File: src/design/kspm_pkg.sv
// Shared types and constants for the keypoint snap pixel mapper.
`default_nettype none

package kspm_pkg;

    localparam int NUM_KEYPOINTS_DEF = 8;
    localparam int VALUE_BITS_DEF    = 12;

    localparam int FIELD_BITS     = 12;
    localparam int INDEX_BITS     = 3;
    localparam int LIMIT_BITS     = 13;
    localparam int COUNT_BITS     = 4;
    localparam int CFG_INDEX_BITS = 2;
    localparam int CFG_DATA_BITS  = 13;
    localparam int S_TDATA_BITS   = 32;
    localparam int M_TDATA_BITS   = 16;
    localparam int QUEUE_DEPTH    = 2;

    typedef enum logic [CFG_INDEX_BITS-1:0] {
        CFG_VALUE_LIMIT = 2'd0,
        CFG_MARGIN      = 2'd1,
        CFG_CIRCULAR    = 2'd2,
        CFG_COUNT       = 2'd3
    } cfg_index_t;

    typedef enum logic {
        ACT_LOAD = 1'b0,
        ACT_MAP  = 1'b1
    } action_t;

    typedef struct packed {
        logic [LIMIT_BITS-1:0] value_limit;
        logic [FIELD_BITS-1:0] margin;
        logic                  circular_mode;
        logic [COUNT_BITS-1:0] keypoint_count;
    } cfg_t;

    localparam cfg_t CFG_RESET = '{
        value_limit:    13'd256,
        margin:         12'd5,
        circular_mode:  1'b0,
        keypoint_count: 4'd0
    };

    typedef struct packed {
        action_t               action;
        logic [INDEX_BITS-1:0] index;
        logic [FIELD_BITS-1:0] value;
    } item_t;

    typedef enum logic [2:0] {
        ST_IDLE,
        ST_SCAN,
        ST_DECIDE,
        ST_MOD,
        ST_OUT
    } back_state_t;

endpackage

`default_nettype wire

File: src/design/kspm_mod.sv
// Bit-serial remainder unit for the wrap-around reduction.
`default_nettype none

module kspm_mod #(
    parameter int MW = 15
) (
    input  wire logic                            clk,
    input  wire logic                            rst_n,
    input  wire logic                            start,
    input  wire logic [MW-1:0]                   mag,
    input  wire logic [kspm_pkg::LIMIT_BITS-1:0] lim,
    output logic                                 done,
    output logic [kspm_pkg::LIMIT_BITS-1:0]      rem
);
    import kspm_pkg::*;

    localparam int CNTW = $clog2(MW + 1);

    logic [MW-1:0]         mag_reg;
    logic [LIMIT_BITS-1:0] rem_reg;
    logic [CNTW-1:0]       cnt_reg;
    logic                  busy_reg;
    logic                  done_reg;
    logic [LIMIT_BITS:0]   trial;
    logic [LIMIT_BITS:0]   lim_ext;
    logic [LIMIT_BITS-1:0] rem_next;

    assign trial    = {rem_reg, mag_reg[MW-1]};
    assign lim_ext  = {1'b0, lim};
    assign rem_next = (trial >= lim_ext) ? LIMIT_BITS'(trial - lim_ext) : LIMIT_BITS'(trial);

    always_ff @(posedge clk or negedge rst_n)
    begin
        if (!rst_n)
        begin
            busy_reg <= 1'b0;
            done_reg <= 1'b0;
            cnt_reg  <= '0;
        end
        else
        begin
            done_reg <= 1'b0;
            if (start)
            begin
                busy_reg <= 1'b1;
                cnt_reg  <= CNTW'(MW);
            end
            else if (busy_reg)
            begin
                cnt_reg <= cnt_reg - 1'b1;
                if (cnt_reg == CNTW'(1))
                begin
                    busy_reg <= 1'b0;
                    done_reg <= 1'b1;
                end
            end
        end
    end

    always_ff @(posedge clk)
    begin
        if (start)
        begin
            mag_reg <= mag;
            rem_reg <= '0;
        end
        else if (busy_reg)
        begin
            mag_reg <= mag_reg << 1;
            rem_reg <= rem_next;
        end
    end

    assign done = done_reg;
    assign rem  = rem_reg;

endmodule

`default_nettype wire

File: src/design/kspm_queue.sv
// Short queue of decoded words between the front and the back.
`default_nettype none

module kspm_queue (
    input  wire logic            clk,
    input  wire logic            rst_n,
    input  wire logic            push,
    input  wire kspm_pkg::item_t push_item,
    input  wire logic            pop,
    output kspm_pkg::item_t      head_item,
    output logic                 full,
    output logic                 empty
);
    import kspm_pkg::*;

    localparam int PW = (QUEUE_DEPTH > 1) ? $clog2(QUEUE_DEPTH) : 1;
    localparam int FW = $clog2(QUEUE_DEPTH + 1);

    item_t         entry_reg [QUEUE_DEPTH];
    logic [PW-1:0] wr_ptr_reg;
    logic [PW-1:0] rd_ptr_reg;
    logic [FW-1:0] fill_reg;
    logic [FW-1:0] fill_next;

    assign full      = (fill_reg == FW'(QUEUE_DEPTH));
    assign empty     = (fill_reg == '0);
    assign head_item = entry_reg[rd_ptr_reg];

    always_comb
    begin
        fill_next = fill_reg;
        if (push && !pop)
        begin
            fill_next = fill_reg + 1'b1;
        end
        else if (pop && !push)
        begin
            fill_next = fill_reg - 1'b1;
        end
    end

    always_ff @(posedge clk or negedge rst_n)
    begin
        if (!rst_n)
        begin
            wr_ptr_reg <= '0;
            rd_ptr_reg <= '0;
            fill_reg   <= '0;
        end
        else
        begin
            fill_reg <= fill_next;
            if (push)
            begin
                wr_ptr_reg <= wr_ptr_reg + 1'b1;
            end
            if (pop)
            begin
                rd_ptr_reg <= rd_ptr_reg + 1'b1;
            end
        end
    end

    always_ff @(posedge clk)
    begin
        if (push)
        begin
            entry_reg[wr_ptr_reg] <= push_item;
        end
    end

endmodule

`default_nettype wire

File: src/design/kspm_front.sv
// Input side: accepts words, decodes them and drops loads to absent slots.
`default_nettype none

module kspm_front #(
    parameter int NUM_KEYPOINTS = kspm_pkg::NUM_KEYPOINTS_DEF,
    parameter int VALUE_BITS    = kspm_pkg::VALUE_BITS_DEF
) (
    input  wire logic                              s_tvalid,
    output logic                                   s_tready,
    input  wire logic [kspm_pkg::S_TDATA_BITS-1:0] s_tdata,
    input  wire logic                              s_tuser,
    input  wire logic                              q_full,
    output logic                                   q_push,
    output kspm_pkg::item_t                        q_item
);
    import kspm_pkg::*;

    localparam logic [FIELD_BITS-1:0] IN_MASK =
        (VALUE_BITS >= FIELD_BITS) ? {FIELD_BITS{1'b1}} : FIELD_BITS'((1 << VALUE_BITS) - 1);

    logic [INDEX_BITS-1:0] entry_index;
    logic [FIELD_BITS-1:0] entry_value;
    logic [FIELD_BITS-1:0] pixel_value;
    action_t               action;
    logic                  slot_ok;

    assign action      = action_t'(s_tuser);
    assign entry_index = s_tdata[INDEX_BITS-1:0];
    assign entry_value = s_tdata[INDEX_BITS +: FIELD_BITS] & IN_MASK;
    assign pixel_value = s_tdata[INDEX_BITS+FIELD_BITS +: FIELD_BITS] & IN_MASK;
    assign slot_ok     = (32'(entry_index) < NUM_KEYPOINTS);

    assign s_tready = !q_full;

    always_comb
    begin
        q_item.action = action;
        q_item.index  = entry_index;
        q_item.value  = (action == ACT_MAP) ? pixel_value : entry_value;
        q_push        = s_tvalid && !q_full && ((action == ACT_MAP) || slot_ok);
    end

endmodule

`default_nettype wire

File: src/design/kspm_back.sv
// Back end: keypoint table, nearest-keypoint scan, snapping and result register.
`default_nettype none

module kspm_back #(
    parameter int NUM_KEYPOINTS = kspm_pkg::NUM_KEYPOINTS_DEF,
    parameter int VALUE_BITS    = kspm_pkg::VALUE_BITS_DEF
) (
    input  wire logic                              clk,
    input  wire logic                              rst_n,
    input  wire kspm_pkg::cfg_t                    cfg,
    input  wire logic                              q_empty,
    input  wire kspm_pkg::item_t                   q_item,
    output logic                                   q_pop,
    output logic                                   m_tvalid,
    input  wire logic                              m_tready,
    output logic [kspm_pkg::M_TDATA_BITS-1:0]      m_tdata,
    output logic                                   m_tuser
);
    import kspm_pkg::*;

    localparam int AW = (NUM_KEYPOINTS > 1) ? $clog2(NUM_KEYPOINTS) : 1;
    localparam int CW = $clog2(NUM_KEYPOINTS + 1);
    localparam int MW = ((VALUE_BITS > 14) ? VALUE_BITS : 14) + 1;
    localparam int SW = MW + 2;

    back_state_t state_reg;
    back_state_t state_next;

    logic [VALUE_BITS-1:0] kp_mem [NUM_KEYPOINTS];
    logic [VALUE_BITS-1:0] rd_data_reg;
    logic [AW-1:0]         rd_addr;
    logic [AW-1:0]         wr_addr;

    logic [VALUE_BITS-1:0] p_reg;
    logic [VALUE_BITS-1:0] k_reg;
    logic [CW-1:0]         issue_cnt_reg;
    logic [CW-1:0]         n_reg;
    logic [CW-1:0]         n_eff;
    logic                  cmp_vld_reg;
    logic signed [SW-1:0]  best_reg;
    logic signed [SW-1:0]  res_reg;
    logic                  unch_reg;
    logic                  neg_reg;
    logic [FIELD_BITS-1:0] m_mapped_reg;
    logic                  m_unch_reg;
    logic                  m_tvalid_reg;

    logic                  mem_we;
    logic                  rd_issue;
    logic                  mod_start;
    logic                  mod_done;
    logic [LIMIT_BITS-1:0] mod_rem;
    logic                  out_free;
    logic                  out_load;

    logic signed [SW-1:0]  lim_s;
    logic signed [SW-1:0]  m_s;
    logic signed [SW-1:0]  p_s;
    logic signed [SW-1:0]  k_s;
    logic signed [SW-1:0]  mask_s;
    logic signed [SW-1:0]  d_scan;
    logic                  closer;
    logic signed [SW-1:0]  d_k;
    logic signed [SW-1:0]  pk_diff;
    logic signed [SW-1:0]  pk_a2;
    logic signed [SW-1:0]  lin_lo;
    logic signed [SW-1:0]  lin_hi;
    logic signed [SW-1:0]  wrap_x;
    logic                  p_lt_k;
    logic                  down;
    logic signed [SW-1:0]  dec_res;
    logic                  dec_unch;
    logic                  dec_mod;
    logic                  dec_neg;
    logic [MW-1:0]         dec_mag;
    logic signed [SW-1:0]  fix_res;
    logic signed [SW-1:0]  sat_res;

    function automatic logic signed [SW-1:0] dist2(
        input logic [VALUE_BITS-1:0] p,
        input logic [VALUE_BITS-1:0] k,
        input logic signed [SW-1:0]  lim,
        input logic                  circ
    );
        logic signed [SW-1:0] diff;
        logic signed [SW-1:0] a2;
        logic signed [SW-1:0] t;
        diff = $signed(SW'(p)) - $signed(SW'(k));
        a2   = ((diff < 0) ? -diff : diff) <<< 1;
        t    = a2 - lim;
        return circ ? (lim - ((t < 0) ? -t : t)) : a2;
    endfunction

    assign lim_s  = SW'(cfg.value_limit);
    assign m_s    = SW'(cfg.margin);
    assign p_s    = SW'(p_reg);
    assign k_s    = SW'(k_reg);
    assign mask_s = SW'((1 << VALUE_BITS) - 1);
    assign n_eff  = (32'(cfg.keypoint_count) > NUM_KEYPOINTS) ?
                    CW'(NUM_KEYPOINTS) : CW'(cfg.keypoint_count);

    assign rd_addr = issue_cnt_reg[AW-1:0];
    assign wr_addr = AW'(q_item.index);

    assign d_scan = dist2(p_reg, rd_data_reg, lim_s, cfg.circular_mode);
    assign closer = cmp_vld_reg && (d_scan < best_reg);

    always_comb
    begin
        d_k     = dist2(p_reg, k_reg, lim_s, cfg.circular_mode);
        pk_diff = p_s - k_s;
        pk_a2   = ((pk_diff < 0) ? -pk_diff : pk_diff) <<< 1;
        p_lt_k  = (p_s < k_s);
        lin_lo  = k_s - m_s;
        if (lin_lo < 0)
        begin
            lin_lo = '0;
        end
        lin_hi = k_s + m_s;
        if (lin_hi > lim_s - 1)
        begin
            lin_hi = lim_s - 1;
        end
        down    = (pk_a2 < lim_s) ? p_lt_k : !p_lt_k;
        wrap_x  = down ? (k_s - m_s + lim_s) : (k_s + m_s + lim_s);
        dec_neg = (wrap_x < 0);
        dec_mag = MW'(dec_neg ? -wrap_x : wrap_x);
        dec_mod = 1'b0;
        dec_unch = 1'b0;
        priority if (d_k < (m_s <<< 1))
        begin
            dec_res  = p_s;
            dec_unch = 1'b1;
        end
        else if (!cfg.circular_mode)
        begin
            dec_res = p_lt_k ? lin_lo : lin_hi;
        end
        else if (cfg.value_limit == '0)
        begin
            dec_res = '0;
        end
        else
        begin
            dec_res = '0;
            dec_mod = 1'b1;
        end
    end

    assign fix_res = (neg_reg && (mod_rem != '0)) ? (lim_s - SW'(mod_rem)) : SW'(mod_rem);
    assign sat_res = (res_reg < 0) ? '0 : ((res_reg > mask_s) ? mask_s : res_reg);

    assign out_free = !m_tvalid_reg || m_tready;

    always_comb
    begin
        state_next = state_reg;
        unique case (state_reg)
            ST_IDLE:
            begin
                if (!q_empty && (q_item.action == ACT_MAP))
                begin
                    state_next = ST_SCAN;
                end
            end
            ST_SCAN:
            begin
                if ((issue_cnt_reg == n_reg) && !cmp_vld_reg)
                begin
                    state_next = ST_DECIDE;
                end
            end
            ST_DECIDE:
            begin
                state_next = dec_mod ? ST_MOD : ST_OUT;
            end
            ST_MOD:
            begin
                if (mod_done)
                begin
                    state_next = ST_OUT;
                end
            end
            ST_OUT:
            begin
                if (out_free)
                begin
                    state_next = ST_IDLE;
                end
            end
            default:
            begin
                state_next = ST_IDLE;
            end
        endcase
    end

    always_comb
    begin
        q_pop     = (state_reg == ST_IDLE) && !q_empty;
        mem_we    = q_pop && (q_item.action == ACT_LOAD);
        rd_issue  = (state_reg == ST_SCAN) && (issue_cnt_reg < n_reg);
        mod_start = (state_reg == ST_DECIDE) && dec_mod;
        out_load  = (state_reg == ST_OUT) && out_free;
    end

    always_ff @(posedge clk or negedge rst_n)
    begin
        if (!rst_n)
        begin
            state_reg    <= ST_IDLE;
            cmp_vld_reg  <= 1'b0;
            m_tvalid_reg <= 1'b0;
        end
        else
        begin
            state_reg   <= state_next;
            cmp_vld_reg <= rd_issue;
            if (out_load)
            begin
                m_tvalid_reg <= 1'b1;
            end
            else if (m_tready)
            begin
                m_tvalid_reg <= 1'b0;
            end
        end
    end

    always_ff @(posedge clk)
    begin
        if (mem_we)
        begin
            kp_mem[wr_addr] <= VALUE_BITS'(q_item.value);
        end
        rd_data_reg <= kp_mem[rd_addr];
    end

    always_ff @(posedge clk)
    begin
        if (q_pop)
        begin
            p_reg         <= VALUE_BITS'(q_item.value);
            issue_cnt_reg <= '0;
            n_reg         <= n_eff;
            best_reg      <= lim_s <<< 1;
            k_reg         <= '0;
        end
        else if (state_reg == ST_SCAN)
        begin
            if (rd_issue)
            begin
                issue_cnt_reg <= issue_cnt_reg + 1'b1;
            end
            if (closer)
            begin
                best_reg <= d_scan;
                k_reg    <= rd_data_reg;
            end
        end
        if (state_reg == ST_DECIDE)
        begin
            res_reg  <= dec_res;
            unch_reg <= dec_unch;
            neg_reg  <= dec_neg;
        end
        else if ((state_reg == ST_MOD) && mod_done)
        begin
            res_reg <= fix_res;
        end
        if (out_load)
        begin
            m_mapped_reg <= FIELD_BITS'(sat_res);
            m_unch_reg   <= unch_reg;
        end
    end

    kspm_mod #(
        .MW (MW)
    ) u_mod (
        .clk   (clk),
        .rst_n (rst_n),
        .start (mod_start),
        .mag   (dec_mag),
        .lim   (cfg.value_limit),
        .done  (mod_done),
        .rem   (mod_rem)
    );

    assign m_tvalid = m_tvalid_reg;
    assign m_tdata  = M_TDATA_BITS'(m_mapped_reg);
    assign m_tuser  = m_unch_reg;

`ifndef ASSERT_OFF
    a_mod_done_in_mod: assert property (@(posedge clk) disable iff (!rst_n)
        mod_done |-> (state_reg == ST_MOD))
        else $error("remainder finished outside the reduction step");

    a_scan_bound: assert property (@(posedge clk) disable iff (!rst_n)
        (state_reg == ST_SCAN) |-> (issue_cnt_reg <= n_reg))
        else $error("table scan ran past the keypoint count");

    a_best_falls: assert property (@(posedge clk) disable iff (!rst_n)
        (state_reg == ST_SCAN) |=> ((state_reg != ST_SCAN) || (best_reg <= $past(best_reg))))
        else $error("best distance grew during the scan");

    a_rem_below_limit: assert property (@(posedge clk) disable iff (!rst_n)
        mod_done |-> (mod_rem < cfg.value_limit))
        else $error("remainder not below the wrap period");
`endif

endmodule

`default_nettype wire

File: src/design/keypoint_snap_pixel_mapper.sv
// Top level of the keypoint snap pixel mapper: configuration registers and the two halves.
// Usage.
// Words enter on the s_ group: tuser selects a table load (0) or a pixel map (1), and tdata
// carries the slot, the keypoint value and the pixel value. A load writes one keypoint table
// slot and produces nothing; a map produces one word on the m_ group with the snapped value
// in tdata and the unchanged flag in tuser.
// The cfg_ channel writes value_limit, margin, circular_mode and keypoint_count; cfg_ready is
// always high. The user must see that writes are made only while the block is idle; the
// block itself does not enforce it. The front decodes each word into a two-entry queue, so
// input is taken while the back works. A load is written to its table slot when the back
// end takes it. A map holds the back end for the table scan, one read per cycle over the n
// keypoints in use, then a decide and an output step; a snapped circular-mode value with a
// nonzero value_limit also goes through the bit-serial remainder unit, one bit per cycle.
// Reset empties the queue and result register and loads the register defaults; table contents
// are undefined until loaded. While the receiver holds tready low the result stays in its
// register, the back end waits, and input continues until the queue fills.
`default_nettype none

module keypoint_snap_pixel_mapper #(
    parameter int NUM_KEYPOINTS = kspm_pkg::NUM_KEYPOINTS_DEF,
    parameter int VALUE_BITS    = kspm_pkg::VALUE_BITS_DEF
) (
    input  wire logic                                clk,
    input  wire logic                                rst_n,
    input  wire logic                                s_tvalid,
    output logic                                     s_tready,
    // entry_index [2:0], entry_value [14:3], pixel_value [26:15], zero fill above
    input  wire logic [kspm_pkg::S_TDATA_BITS-1:0]   s_tdata,
    // action [0]
    input  wire logic                                s_tuser,
    output logic                                     m_tvalid,
    input  wire logic                                m_tready,
    // mapped_value [11:0], zero fill above
    output logic [kspm_pkg::M_TDATA_BITS-1:0]        m_tdata,
    // was_unchanged [0]
    output logic                                     m_tuser,
    input  wire logic                                cfg_valid,
    output logic                                     cfg_ready,
    input  wire logic [kspm_pkg::CFG_INDEX_BITS-1:0] cfg_index,
    input  wire logic [kspm_pkg::CFG_DATA_BITS-1:0]  cfg_data
);
    import kspm_pkg::*;

    cfg_t  cfg_reg;
    item_t front_item;
    item_t head_item;
    logic  q_push;
    logic  q_pop;
    logic  q_full;
    logic  q_empty;

    assign cfg_ready = 1'b1;

    always_ff @(posedge clk or negedge rst_n)
    begin
        if (!rst_n)
        begin
            cfg_reg <= CFG_RESET;
        end
        else if (cfg_valid && cfg_ready)
        begin
            unique case (cfg_index_t'(cfg_index))
                CFG_VALUE_LIMIT: cfg_reg.value_limit    <= cfg_data[LIMIT_BITS-1:0];
                CFG_MARGIN:      cfg_reg.margin         <= cfg_data[FIELD_BITS-1:0];
                CFG_CIRCULAR:    cfg_reg.circular_mode  <= cfg_data[0];
                CFG_COUNT:       cfg_reg.keypoint_count <= cfg_data[COUNT_BITS-1:0];
                default:         cfg_reg                <= cfg_reg;
            endcase
        end
    end

    kspm_front #(
        .NUM_KEYPOINTS (NUM_KEYPOINTS),
        .VALUE_BITS    (VALUE_BITS)
    ) u_front (
        .s_tvalid (s_tvalid),
        .s_tready (s_tready),
        .s_tdata  (s_tdata),
        .s_tuser  (s_tuser),
        .q_full   (q_full),
        .q_push   (q_push),
        .q_item   (front_item)
    );

    kspm_queue u_queue (
        .clk       (clk),
        .rst_n     (rst_n),
        .push      (q_push),
        .push_item (front_item),
        .pop       (q_pop),
        .head_item (head_item),
        .full      (q_full),
        .empty     (q_empty)
    );

    kspm_back #(
        .NUM_KEYPOINTS (NUM_KEYPOINTS),
        .VALUE_BITS    (VALUE_BITS)
    ) u_back (
        .clk      (clk),
        .rst_n    (rst_n),
        .cfg      (cfg_reg),
        .q_empty  (q_empty),
        .q_item   (head_item),
        .q_pop    (q_pop),
        .m_tvalid (m_tvalid),
        .m_tready (m_tready),
        .m_tdata  (m_tdata),
        .m_tuser  (m_tuser)
    );

endmodule

`default_nettype wire
File: config.mk
export PLATFORM = sky130hd
export DESIGN_NAME = keypoint_snap_pixel_mapper
export DESIGN_NICKNAME = d
export VERILOG_FILES = /design/src/design/kspm_pkg.sv /design/src/design/kspm_mod.sv /design/src/design/kspm_queue.sv /design/src/design/kspm_front.sv /design/src/design/kspm_back.sv /design/src/design/keypoint_snap_pixel_mapper.sv
export SDC_FILE = /design/constraint.sdc
export NUM_CORES = 1
export LEC_CHECK = 0
export ABC_AREA = 1
export BUFFER_PORTS_ARGS = -buffer_cell sky130_fd_sc_hd__buf_2
export CORE_ASPECT_RATIO = 1.1
export CORE_MARGIN = 5
export CORE_UTILIZATION = 60
export DETAILED_ROUTE_END_ITERATION = 7
export PLACE_DENSITY = 0.85
export SETUP_SLACK_MARGIN = 0.3
export SLEW_MARGIN = 40
export SYNTH_ARGS = -nofsm -noshare
export SYNTH_HDL_FRONTEND = slang
export SYNTH_SLANG_ARGS = --single-unit
File: constraint.sdc
create_clock -name clk -period 23.5 [get_ports clk]
set_clock_uncertainty 0.2 [all_clocks]
set_input_delay 0 -clock clk [delete_from_list [all_inputs] [get_ports clk]]
set_output_delay 0 -clock clk [all_outputs]
set_load 0.1 [all_outputs]
## Word level (Yosys, flattened, before mapping)

Memories as Yosys holds them, arrays and structs flattened. A register that Yosys moved wholly into a read port is not among the register bits.
Index checks and enable logic that the tools add are counted.

| word-level totals | value |
|---|---|
| bits in writable memories | 128 |
| output and inout bits | 20 |
| input port bits | 53 |
| word-level logic and storage cells | 174 |
| flip-flop bits (word level) | 154 |
| memories kept | 2 |

Memories:

| memory | words | width | read ports | clocked after Yosys merged registers in | wr ports | line | text |
|---|---|---|---|---|---|---|---|
| u_back.kp_mem | 8 | 12 | 1 | 1 | 1 | kspm_back.sv:29 | `logic [VALUE_BITS-1:0] kp_mem [NUM_KEYPOINTS];` |
| u_queue.entry_reg | 2 | 16 | 1 | 0 | 1 | kspm_queue.sv:19 | `item_t entry_reg [QUEUE_DEPTH];` |

| cells by class | value |
|---|---|
| reduce and logical (&&, ||, !) cells | 40 |
| order comparisons | 16 |
| multiplexer cells | 51 |
| equality and inequality tests | 14 |
| add/subtract/negate cells | 24 |
| bitwise logic cells | 1 |

Operators by type and width:

| operator | number |
|---|---|
| 17-bit two-way mux | 13 |
| 17-bit by 1-bit less-than comparator with 1-bit output (second input constant) | 4 |
| 15-bit two-way mux | 3 |
| 14-bit two-way mux | 3 |
| 13-bit by 1-bit less-than comparator with 1-bit output (second input constant) | 3 |
| 12-bit by 12-bit subtractor with 13-bit output | 3 |
| 17-bit by 14-bit less-than comparator with 1-bit output | 2 |
| 17-bit negator | 2 |
| 14-bit by 17-bit subtractor with 17-bit output | 2 |
| 17-bit by 14-bit subtractor with 17-bit output | 2 |
| 17-bit by 32-bit greater-than comparator with 1-bit output | 1 |
| 16-bit two-way mux | 2 |
| 13-bit negator with 16-bit output | 2 |
| 12-bit two-way mux | 2 |
| 17-bit by 14-bit adder with 17-bit output | 1 |
| 17-bit by 13-bit greater-than comparator with 1-bit output (second input constant) | 1 |
| 17-bit less-than comparator | 1 |
| 1-bit two-way mux | 17 |
| 13-bit by 14-bit adder with 15-bit output | 1 |
| 3-bit two-way mux | 5 |
| 15-bit negator | 1 |
| 3-bit one-hot mux with 5 select lines | 1 |
| 14-bit by 13-bit >= comparator with 1-bit output | 1 |
| 2-bit AND reduction | 7 |
| other kinds (34) | 66 |

## Longest topological paths before layout

Gate-level depths: netlist (run 1).

| logic depth | value |
|---|---|
| depth in word-level cells | 13 |
| gate-level depth with buffers | 55 |
| gate-level depth less buffers | 53 |

## Modules after synthesis

A second synthesis (run 1) with hierarchy kept.

| second synthesis, totals | value |
|---|---|
| cell total of the unflattened synthesis | 2983 |
| area, all modules | 22959.5 µm² |

By module, submodules not included:

| module | times used | cells an instance | area each (µm²) | seq. area each (µm²) |
|---|---|---|---|---|
| kspm_back | 1 | 2364 | 17540.6 | 5370.2 |
| kspm_mod | 1 | 358 | 2514.9 | 860.8 |
| kspm_queue | 1 | 75 | 1412.6 | 1061.0 |
| keypoint_snap_pixel_mapper | 1 | 140 | 1292.5 | 754.5 |
| kspm_front | 1 | 46 | 198.9 | 0.0 |

## Worst setup path before layout (run 1)

No wires, ideal clock.

| path | value |
|---|---|
| path type | register to register |
| start | reg u_back.p_reg[0] |
| end | reg u_back.best_reg[10], enable pin |
| setup slack | 15.884 ns |
| buffers on the path | 2 |
| stages on the path, launching flop included | 54 |
| period minus slack after synthesis | 7.616 ns |
| data arrival time | 7.036 ns |
| cell sequence | edfxtp_1 > inv_1 > ha_1 > fa_1 > inv_1 > nand2_1 > o21ai_1 > nand3_1 > nand3_1 > clkinv_1 > nand2_1 > xor2_1 > inv_1 > ha_1 > inv_1 > nor3_1 > nand2_1 > o211ai_1 > (+18 left out) > nand2_1 > nand2_1 > nand2_1 > nand2_1 > a21oi_1 > inv_1 > nand2_1 > nand2_1 > nor2_2 > ha_1 > nand2_1 > nor2_1 > nor2_1 > nand2_1 > o21ai_0 > nand3_1 > nand2_1 > clkbuf_1 |

| on the way | value |
|---|---|
| cells in the longest elaborated chain, start to end | 12 |

Ends and longest elaborated chain:

| what | line | text |
|---|---|---|
| start, declared | kspm_back.sv:34 | `logic [VALUE_BITS-1:0] p_reg;` |
| start signal, assigned | kspm_back.sv:243 | `p_reg <= VALUE_BITS'(q_item.value);` |
| 12-bit by 12-bit subtractor with 13-bit output (*) | kspm_back.sv:88 | `diff = $signed(SW'(p)) - $signed(SW'(k));` |
| 13-bit negator with 16-bit output or 13-bit by 1-bit less-than comparator with 1-bit output (tied branches) | kspm_back.sv:89 | `a2 = ((diff < 0) ? -diff : diff) <<< 1;` |
| 16-bit two-way mux (*) | kspm_back.sv:89 |  |
| 17-bit by 14-bit subtractor with 17-bit output | kspm_back.sv:90 | `t = a2 - lim;` |
| 17-bit negator or 17-bit by 1-bit less-than comparator with 1-bit output (tied branches) | kspm_back.sv:91 | `return circ ? (lim - ((t < 0) ? -t : t)) : a2;` |
| 17-bit two-way mux | kspm_back.sv:91 |  |
| 14-bit by 17-bit subtractor with 17-bit output | kspm_back.sv:91 |  |
| 17-bit two-way mux (*) | kspm_back.sv:91 |  |
| via u_back.d_scan[15] | kspm_back.sv:61 | `logic signed [SW-1:0] d_scan;` |
| 17-bit less-than comparator (*) | kspm_back.sv:106 | `assign closer = cmp_vld_reg && (d_scan < best_reg);` |
| 1-bit logical AND (*) | kspm_back.sv:106 |  |
| 2-bit nonzero test (no line) (*) | n/a |  |
| 2-bit AND reduction (no line) (*) | n/a |  |
| end signal, assigned | kspm_back.sv:246 | `best_reg <= lim_s <<< 1;` |
| end signal, assigned | kspm_back.sv:257 | `best_reg <= d_scan;` |
| end, declared | kspm_back.sv:40 | `logic signed [SW-1:0] best_reg;` |

The timed path passes the listed nets; every way through them passes the cells marked *.
A chain may end at the register's enable or synchronous reset.

## Worst setup path in the final report (run 1)

| path | value |
|---|---|
| start | reg u_back.p_reg[1] |
| end | reg u_back.k_reg[2] |

| on the way | value |
|---|---|
| cells in the longest elaborated chain, start to end | 11 |

Ends and longest elaborated chain:

| what | line | text |
|---|---|---|
| 12-bit by 12-bit subtractor with 13-bit output (*) | kspm_back.sv:88 |  |
| 13-bit negator with 16-bit output or 13-bit by 1-bit less-than comparator with 1-bit output (tied branches) | kspm_back.sv:89 |  |
| 16-bit two-way mux (*) | kspm_back.sv:89 |  |
| 17-bit by 14-bit subtractor with 17-bit output | kspm_back.sv:90 |  |
| 17-bit negator or 17-bit by 1-bit less-than comparator with 1-bit output (tied branches) | kspm_back.sv:91 |  |
| 17-bit two-way mux | kspm_back.sv:91 |  |
| 14-bit by 17-bit subtractor with 17-bit output | kspm_back.sv:91 |  |
| 17-bit two-way mux (*) | kspm_back.sv:91 |  |
| via u_back.d_scan[15] | kspm_back.sv:61 |  |
| 17-bit less-than comparator (*) | kspm_back.sv:106 |  |
| 1-bit logical AND (*) | kspm_back.sv:106 |  |
| 2-bit AND reduction (no line) (*) | n/a |  |
| end signal, assigned | kspm_back.sv:258 | `k_reg <= rd_data_reg;` |
| end, declared | kspm_back.sv:35 | `logic [VALUE_BITS-1:0] k_reg;` |

Marks and branches as above.

==> flow_summary.json, run 1 <==
{
  "status": "completed",
  "syn_inst": 2776,
  "rrSetupSlack_ps": 14010,
  "worstMarginPinSlew_ps": 822.7,
  "synth_edf_count": 201,
  "drive_above_1_share": 0.07364,
  "grt_antenna_before_repair": 1,
  "dr.first_iter.drc_count": 1883,
  "start_kind": "register",
  "dpl.hpwl_mm": 45.57,
  "holdCritPathClass": "input pin to register",
  "ant_nets": 0,
  "wl_met2_mm": 30.54,
  "cpPeakStageDelay_ps": 710,
  "grt_pass1_vias": 19270,
  "whs_path_depth": 4,
  "syn2layout_area_growth_pct": 11.01,
  "cp-endpoint": "u_back.k_reg[2]",
  "overflow": 0,
  "fillerInstances": 2855,
  "diodes": 0,
  "synth_cell_type_count": 59,
  "nets": 3150,
  "cap_viol_max_count": 0,
  "post-route-period-util": 0.4039,
  "synth_warnings": 0,
  "clock_latency_ps": 600,
  "drc": 0,
  "clkTransAtPathRegs_ps": 70,
  "dp.cells": 3283,
  "clockRootBuffer": "clkbuf_16",
  "h-tree-depth": 1,
  "route.vias.total": 19880,
  "fmax_mhz": 105.4,
  "largest_reg_flops": 96,
  "crit_path_frequent_cell": "nand2_1",
  "worstSetupPathType": "register to register",
  "crit_arrival_ps": 9790,
  "ys_seq_area_frac": 0.3703,
  "vdd_drop_max_v": 0.00008489,
  "setup_viol": 0,
  "postSynthAreaPerCell_um2": 7.829,
  "synth_flop_cell": "edfxtp_1",
  "io_buffers": 62,
  "ys_ff_latch": 290,
  "post_cts_buffers": 0,
  "max_slew_margin": 0.4509,
  "rows": 73,
  "wl_mm": 63.60,
  "wl_per_cell_um": 18.74,
  "die_x_um": 191.5,
  "setup_tns_ps": 0,
  "place.gp.congestion": 0.9865,
  "power_density_nw_per_um2": 81.09,
  "first_pass_iters": 8,
  "rr_endpoint": "u_back.k_reg[2]",
  "start_util": 0.6039,
  "cts.path.max_buffers": 3,
  "hold_violations": 0,
  "track_usage": 0.3097,
  "fin_crit_ps": 9491,
  "power.total_mw": 1.956,
  "cts_buffers": 30,
  "crit_fanout": 24,
  "met3_length_mm": 4.623,
  "grt_pass1_wl_mm": 99.01,
  "final_cell_count_no_fill": 3393,
  "crit_path_end_kind": "register",
  "cp.required_ps": 23800,
  "vias_per_cell": 5.860,
  "leakagePower_nw": 11.36,
  "die_h_um": 209.6,
  "top_layer": "met5",
  "cts_sinks": 290,
  "ios": 73,
  "wl_met1_mm": 24.32,
  "slew_violations": 0,
  "cts_tree": "built",
  "synth.cell_area_um2": 21730,
  "async_flop_share": 0.1552,
  "rr_worst_depth": 50,
  "coreArea_um2": 35990,
  "cp_slowest_cell": "inv_1",
  "r2r-start": "u_back.p_reg[1]",
  "die-area_um2": 40130,
  "grt_max_degree": 52,
  "startpoint": "u_back.p_reg[1]",
  "rsz0062_at_grt": "false"
}
==> worst min path at each step <==
stage,start,to,slack [ps]
finish,cfg_data[4],cfg_reg[9],20
global route,cfg_data[5],cfg_reg[22],40
CTS,cfg_data[6],cfg_reg[23],7
detailed placement,rst_n,cfg_reg[9],-30
global placement,rst_n,cfg_reg[2],-50
floorplan,rst_n,cfg_reg[0],-500
==> cell families after synthesis <==
group,synth area share
AND/OR/NAND/NOR,0.2080
multiplexers,0.006218
flip-flops,0.3703
adder cells (fa/ha/maj),0.1272
XOR/XNOR,0.06327
other,0.0003456
AO/OA/AOI/OAI,0.1439
buffers and inverters,0.08078
==> through the flow <==
step	cell area (um^2)	utilization	hold slack (ps)	setup slack (ps)
CTS	24120	0.6701	7.256	14250
finish	24130	0.6704	23.19	14010
floorplan	21740	-	-495.6	15880
global route	24130	0.6704	41.36	12930
global placement	22530	0.6260	-51.46	14340
detailed placement	22560	0.6268	-34.69	14300
==> worst max-delay path: cells and delay by family (launching register included) <==
family / cells / cell delay (ps)
flops: 1 / 640
simple gates: 26 / 3020
fa+ha+maj: 4 / 1330
xor+xnor: 1 / 190
compound gates: 11 / 2310
buf+inv: 8 / 1690
==> cell usage after synthesis (7+ instances only) <==
cell	instances	area (um^2)
a211oi_1	8	60.06
xnor2_1	38	332.8
nand2_2	13	81.33
inv_1	367	1378
clkinv_1	8	30.03
o21ai_1	15	75.07
buf_2	8	40.04
nor4_1	7	43.79
o22ai_1	17	106.4
nor3_1	29	145.1
dfrtp_1	42	1051
o211ai_1	27	202.7
o21ai_0	244	1221
ha_1	205	2565
o21bai_1	11	82.58
nand2_1	584	2192
a21boi_0	7	52.55
mux2_2	12	135.1
clkbuf_1	49	183.9
or2_2	12	75.07
dfxtp_1	44	880.8
a21o_1	13	97.59
nor2_1	268	1006
nand3_1	118	590.6
xor2_1	119	1042
buf_4	8	60.06
nand3b_1	7	52.55
a31oi_1	22	137.6
edfxtp_1	201	6036
fa_1	10	200.2
nand4_1	22	137.6
a21oi_1	178	890.9
==> layout by cell type (no fill, tap or decap), types with 10 or more instances in the layout <==
master / n
a21o_1: 13
edfxtp_1: 201
o21bai_1: 11
o22ai_1: 17
inv_1: 366
a31oi_1: 21
nor3_1: 29
o211ai_1: 27
dfxtp_1: 44
buf_4: 25
fa_1: 10
mux2_2: 12
nor2_2: 12
dlygate4sd3_1: 54
clkbuf_16: 31
nand2_1: 583
a21oi_1: 178
ha_1: 205
xnor2_1: 38
dfrtp_1: 42
nand2_2: 14
o21ai_0: 244
nor2_1: 261
nand4_1: 22
xor2_1: 119
buf_2: 62
o21ai_1: 15
or2_2: 12
nand3_1: 116
==> area by class of cell <==
type	count	area, um^2	area share
tap	487	609.3	0.02526
multi-input combinational	2038	11980	0.4967
inverter	381	1431	0.05933
clock buffer	39	815.8	0.03381
clock inverter	17	201.4	0.008350
sequential	290	8046	0.3335
timing repair buffer	141	1039	0.04305
==> layer usage <==
metal	vias to the layer above	GRT usage
met5	-	0
met4	2	0.1702
met3	249	0.03377
met2	876	0.5338
met1	9270	0.3788
li1	9487	-
==> repair_timing <==
action,CTS,global route
hold buffers,54,0
hold endpoints to repair,159,0
endpoints found under the setup margin,0,0
resized for setup,0,0
==> report_power, final <==
| part | internal (mW) | switching [mW] | leakage (nW) |
|---|---|---|---|
| logic | 0.297 | 0.574 | 8.21 |
| registers | 0.581 | 0.0144 | 2.66 |
| clock network | 0.272 | 0.218 | 0.491 |
| total | 1.15 | 0.806 | 11.4 |
No activity file was read; power rests on OpenSTA's default activity.
==> run 2, diff against run 1 <==
==> constraint.sdc (replaced) <==
create_clock -name clk -period 8.8 [get_ports clk]
set_clock_uncertainty 0.2 [all_clocks]
set_input_delay 0 -clock clk [delete_from_list [all_inputs] [get_ports clk]]
set_output_delay 0 -clock clk [all_outputs]
set_load 0.1 [all_outputs]
==> flow_summary.json, run 2 (synthesized netlist as in run 1, its figures left out) <==
{
  "status": "completed",
  "diodes": 0,
  "worstMarginPinSlew_ps": 838.8,
  "fin_util": 0.6825,
  "hold_ws_ps": 16.57,
  "grt_pass1_vias": 19660,
  "vias_per_cell": 5.908,
  "nets": 3176,
  "fmax_mhz": 124.8,
  "holdCritPathClass": "input pin to register",
  "die_h_um": 209.6,
  "drc": 0,
  "grt_pass1_wl_mm": 100.5,
  "setup_ws_ps": 784.9,
  "start_util": 0.6039,
  "hold-path-endpoint": "cfg_reg[27]",
  "dp_slack_ps": 174.0,
  "route.vias.total": 20210,
  "track_usage": 0.3145,
  "coreArea_um2": 35990,
  "min_from": "cfg_data[10]",
  "cp.required_ps": 8930,
  "crit_fanout": 9,
  "max_slew_margin": 0.4402,
  "dp.cells": 3292,
  "hold_violations": 0,
  "ant_nets": 0,
  "dpl.hpwl_mm": 45.92,
  "final_common_cell": "nand2_1",
  "overflow": 0,
  "rr_worst_depth": 48,
  "ios": 73,
  "grt_max_degree": 52,
  "crit_path_end_kind": "register",
  "power_density_nw_per_um2": 220.5,
  "crit_path_frequent_cell": "nand2_1",
  "drive_above_1_share": 0.09206,
  "syn2layout_area_growth_pct": 13.02,
  "dr.first_iter.drc_count": 2089,
  "clkTransAtPathRegs_ps": 70,
  "h-tree-depth": 1,
  "cts_buffers": 31,
  "slew_violations": 0,
  "grt_antenna_before_repair": 0,
  "final_cell_count_no_fill": 3420,
  "wl_mm": 65.18,
  "largest_reg_flops": 96,
  "first_pass_iters": 6,
  "post-route-period-util": 0.9108,
  "rows": 73,
  "cpPeakStageDelay_ps": 360,
  "start_kind": "register",
  "clock_latency_ps": 610,
  "rsz0062_at_grt": "false",
  "die-area_um2": 40130,
  "vdd_drop_max_v": 0.0002621,
  "place.gp.congestion": 0.9909,
  "worstSetupPathType": "register to register",
  "leakagePower_nw": 11.55,
  "crit_arrival_ps": 8150,
  "cp_slowest_cell": "fa_2",
  "cap_viol_max_count": 0,
  "rrSetupSlack_ps": 780,
  "cts.path.max_buffers": 3,
  "fin_crit_ps": 8015,
  "wl_per_cell_um": 19.06,
  "setup_tns_ps": 0,
  "io_buffers": 62,
  "cts_sinks": 290,
  "clockRootBuffer": "clkbuf_16",
  "rr_endpoint": "u_back.best_reg[1]",
  "cts_tree": "built",
  "setup_viol": 0,
  "layout_common_cells": "nand2_1, inv_1, nor2_1",
  "die_x_um": 191.5,
  "whs_path_depth": 4,
  "fillerInstances": 2734,
  "r2r-start": "u_back.p_reg[0]"
}
==> run 2: power by group <==
| part | switching, mW | internal, mW |
|---|---|---|
| Clock | 0.610 | 0.844 |
| Combinational | 1.55 | 0.814 |
| Sequential | 0.0429 | 1.55 |
| Total | 2.21 | 3.21 |
==> run 2: area by class of cell <==
class | instances | area, um^2 | area share
Timing Repair inverter | 1 | 7.507 | 0.0003057
Multi-Input combinational cell | 2038 | 12110 | 0.4930
Sequential cell | 290 | 8046 | 0.3276
Clock inverter | 20 | 271.5 | 0.01105
Timing Repair Buffer | 165 | 1231 | 0.05013
Clock buffer | 38 | 852.1 | 0.03469
Tap cell | 487 | 609.3 | 0.02481
Inverter | 381 | 1434 | 0.05838
==> run 2: routing by layer <==
metal | GRT usage | up-vias | share of wire | wire length (um)
li1 | - | 9533 | - | -
met1 | 0.3772 | 9386 | 0.37 | 23950
met2 | 0.5371 | 997 | 0.48 | 31150
met3 | 0.04108 | 290 | 0.080 | 5220
met4 | 0.1900 | 0 | 0.075 | 4861
met5 | 0 | - | 0 | 0
==> run 2: how the worst max path moves through the flow <==
stage,to,slack [ps],cells past startpoint,from
global route,u_back.best_reg[1],70,49,u_back.p_reg[0]
finish,u_back.best_reg[1],780,48,u_back.p_reg[0]
global placement,u_back.k_reg[11],570,48,u_back.p_reg[0]
detailed placement,u_back.k_reg[11],170,49,u_back.p_reg[0]
floorplan,u_back.best_reg[10],1180,53,u_back.p_reg[0]
CTS,u_back.best_reg[5],330,51,u_back.p_reg[0]
==> run 2: repair_timing <==
action / CTS / global route
buffers inserted: 3 / 12
pin swaps: 0 / 11
gates resized for setup: 6 / 42
hold buffers: 54 / 0
endpoints found under the setup margin: 15 / 108
cloned: 1 / 0
hold endpoints to repair: 159 / 0
==> run 2: per-stage QoR <==
| stage | area (um^2) | power (mW) |
|---|---|---|
| final | 24560 | 5.417 |
| after global routing | 24560 | 5.753 |
| after CTS | 24330 | 5.322 |
| after detailed placement | 22620 | 3.867 |
| after global placement | 22600 | 3.791 |
| after floorplan | 21740 | 3.315 |
==> run 2: worst max-delay path: cells and delay by family, from the launching register on <==
family | cells | cell delay, ps
AOI/OAI and AO/OA | 13 | 2270
and+or+nand+nor | 20 | 1880
adders and majority gates | 5 | 1520
buffers and inverters | 7 | 850
xor gates and xnor gates | 3 | 700
DFF | 1 | 340
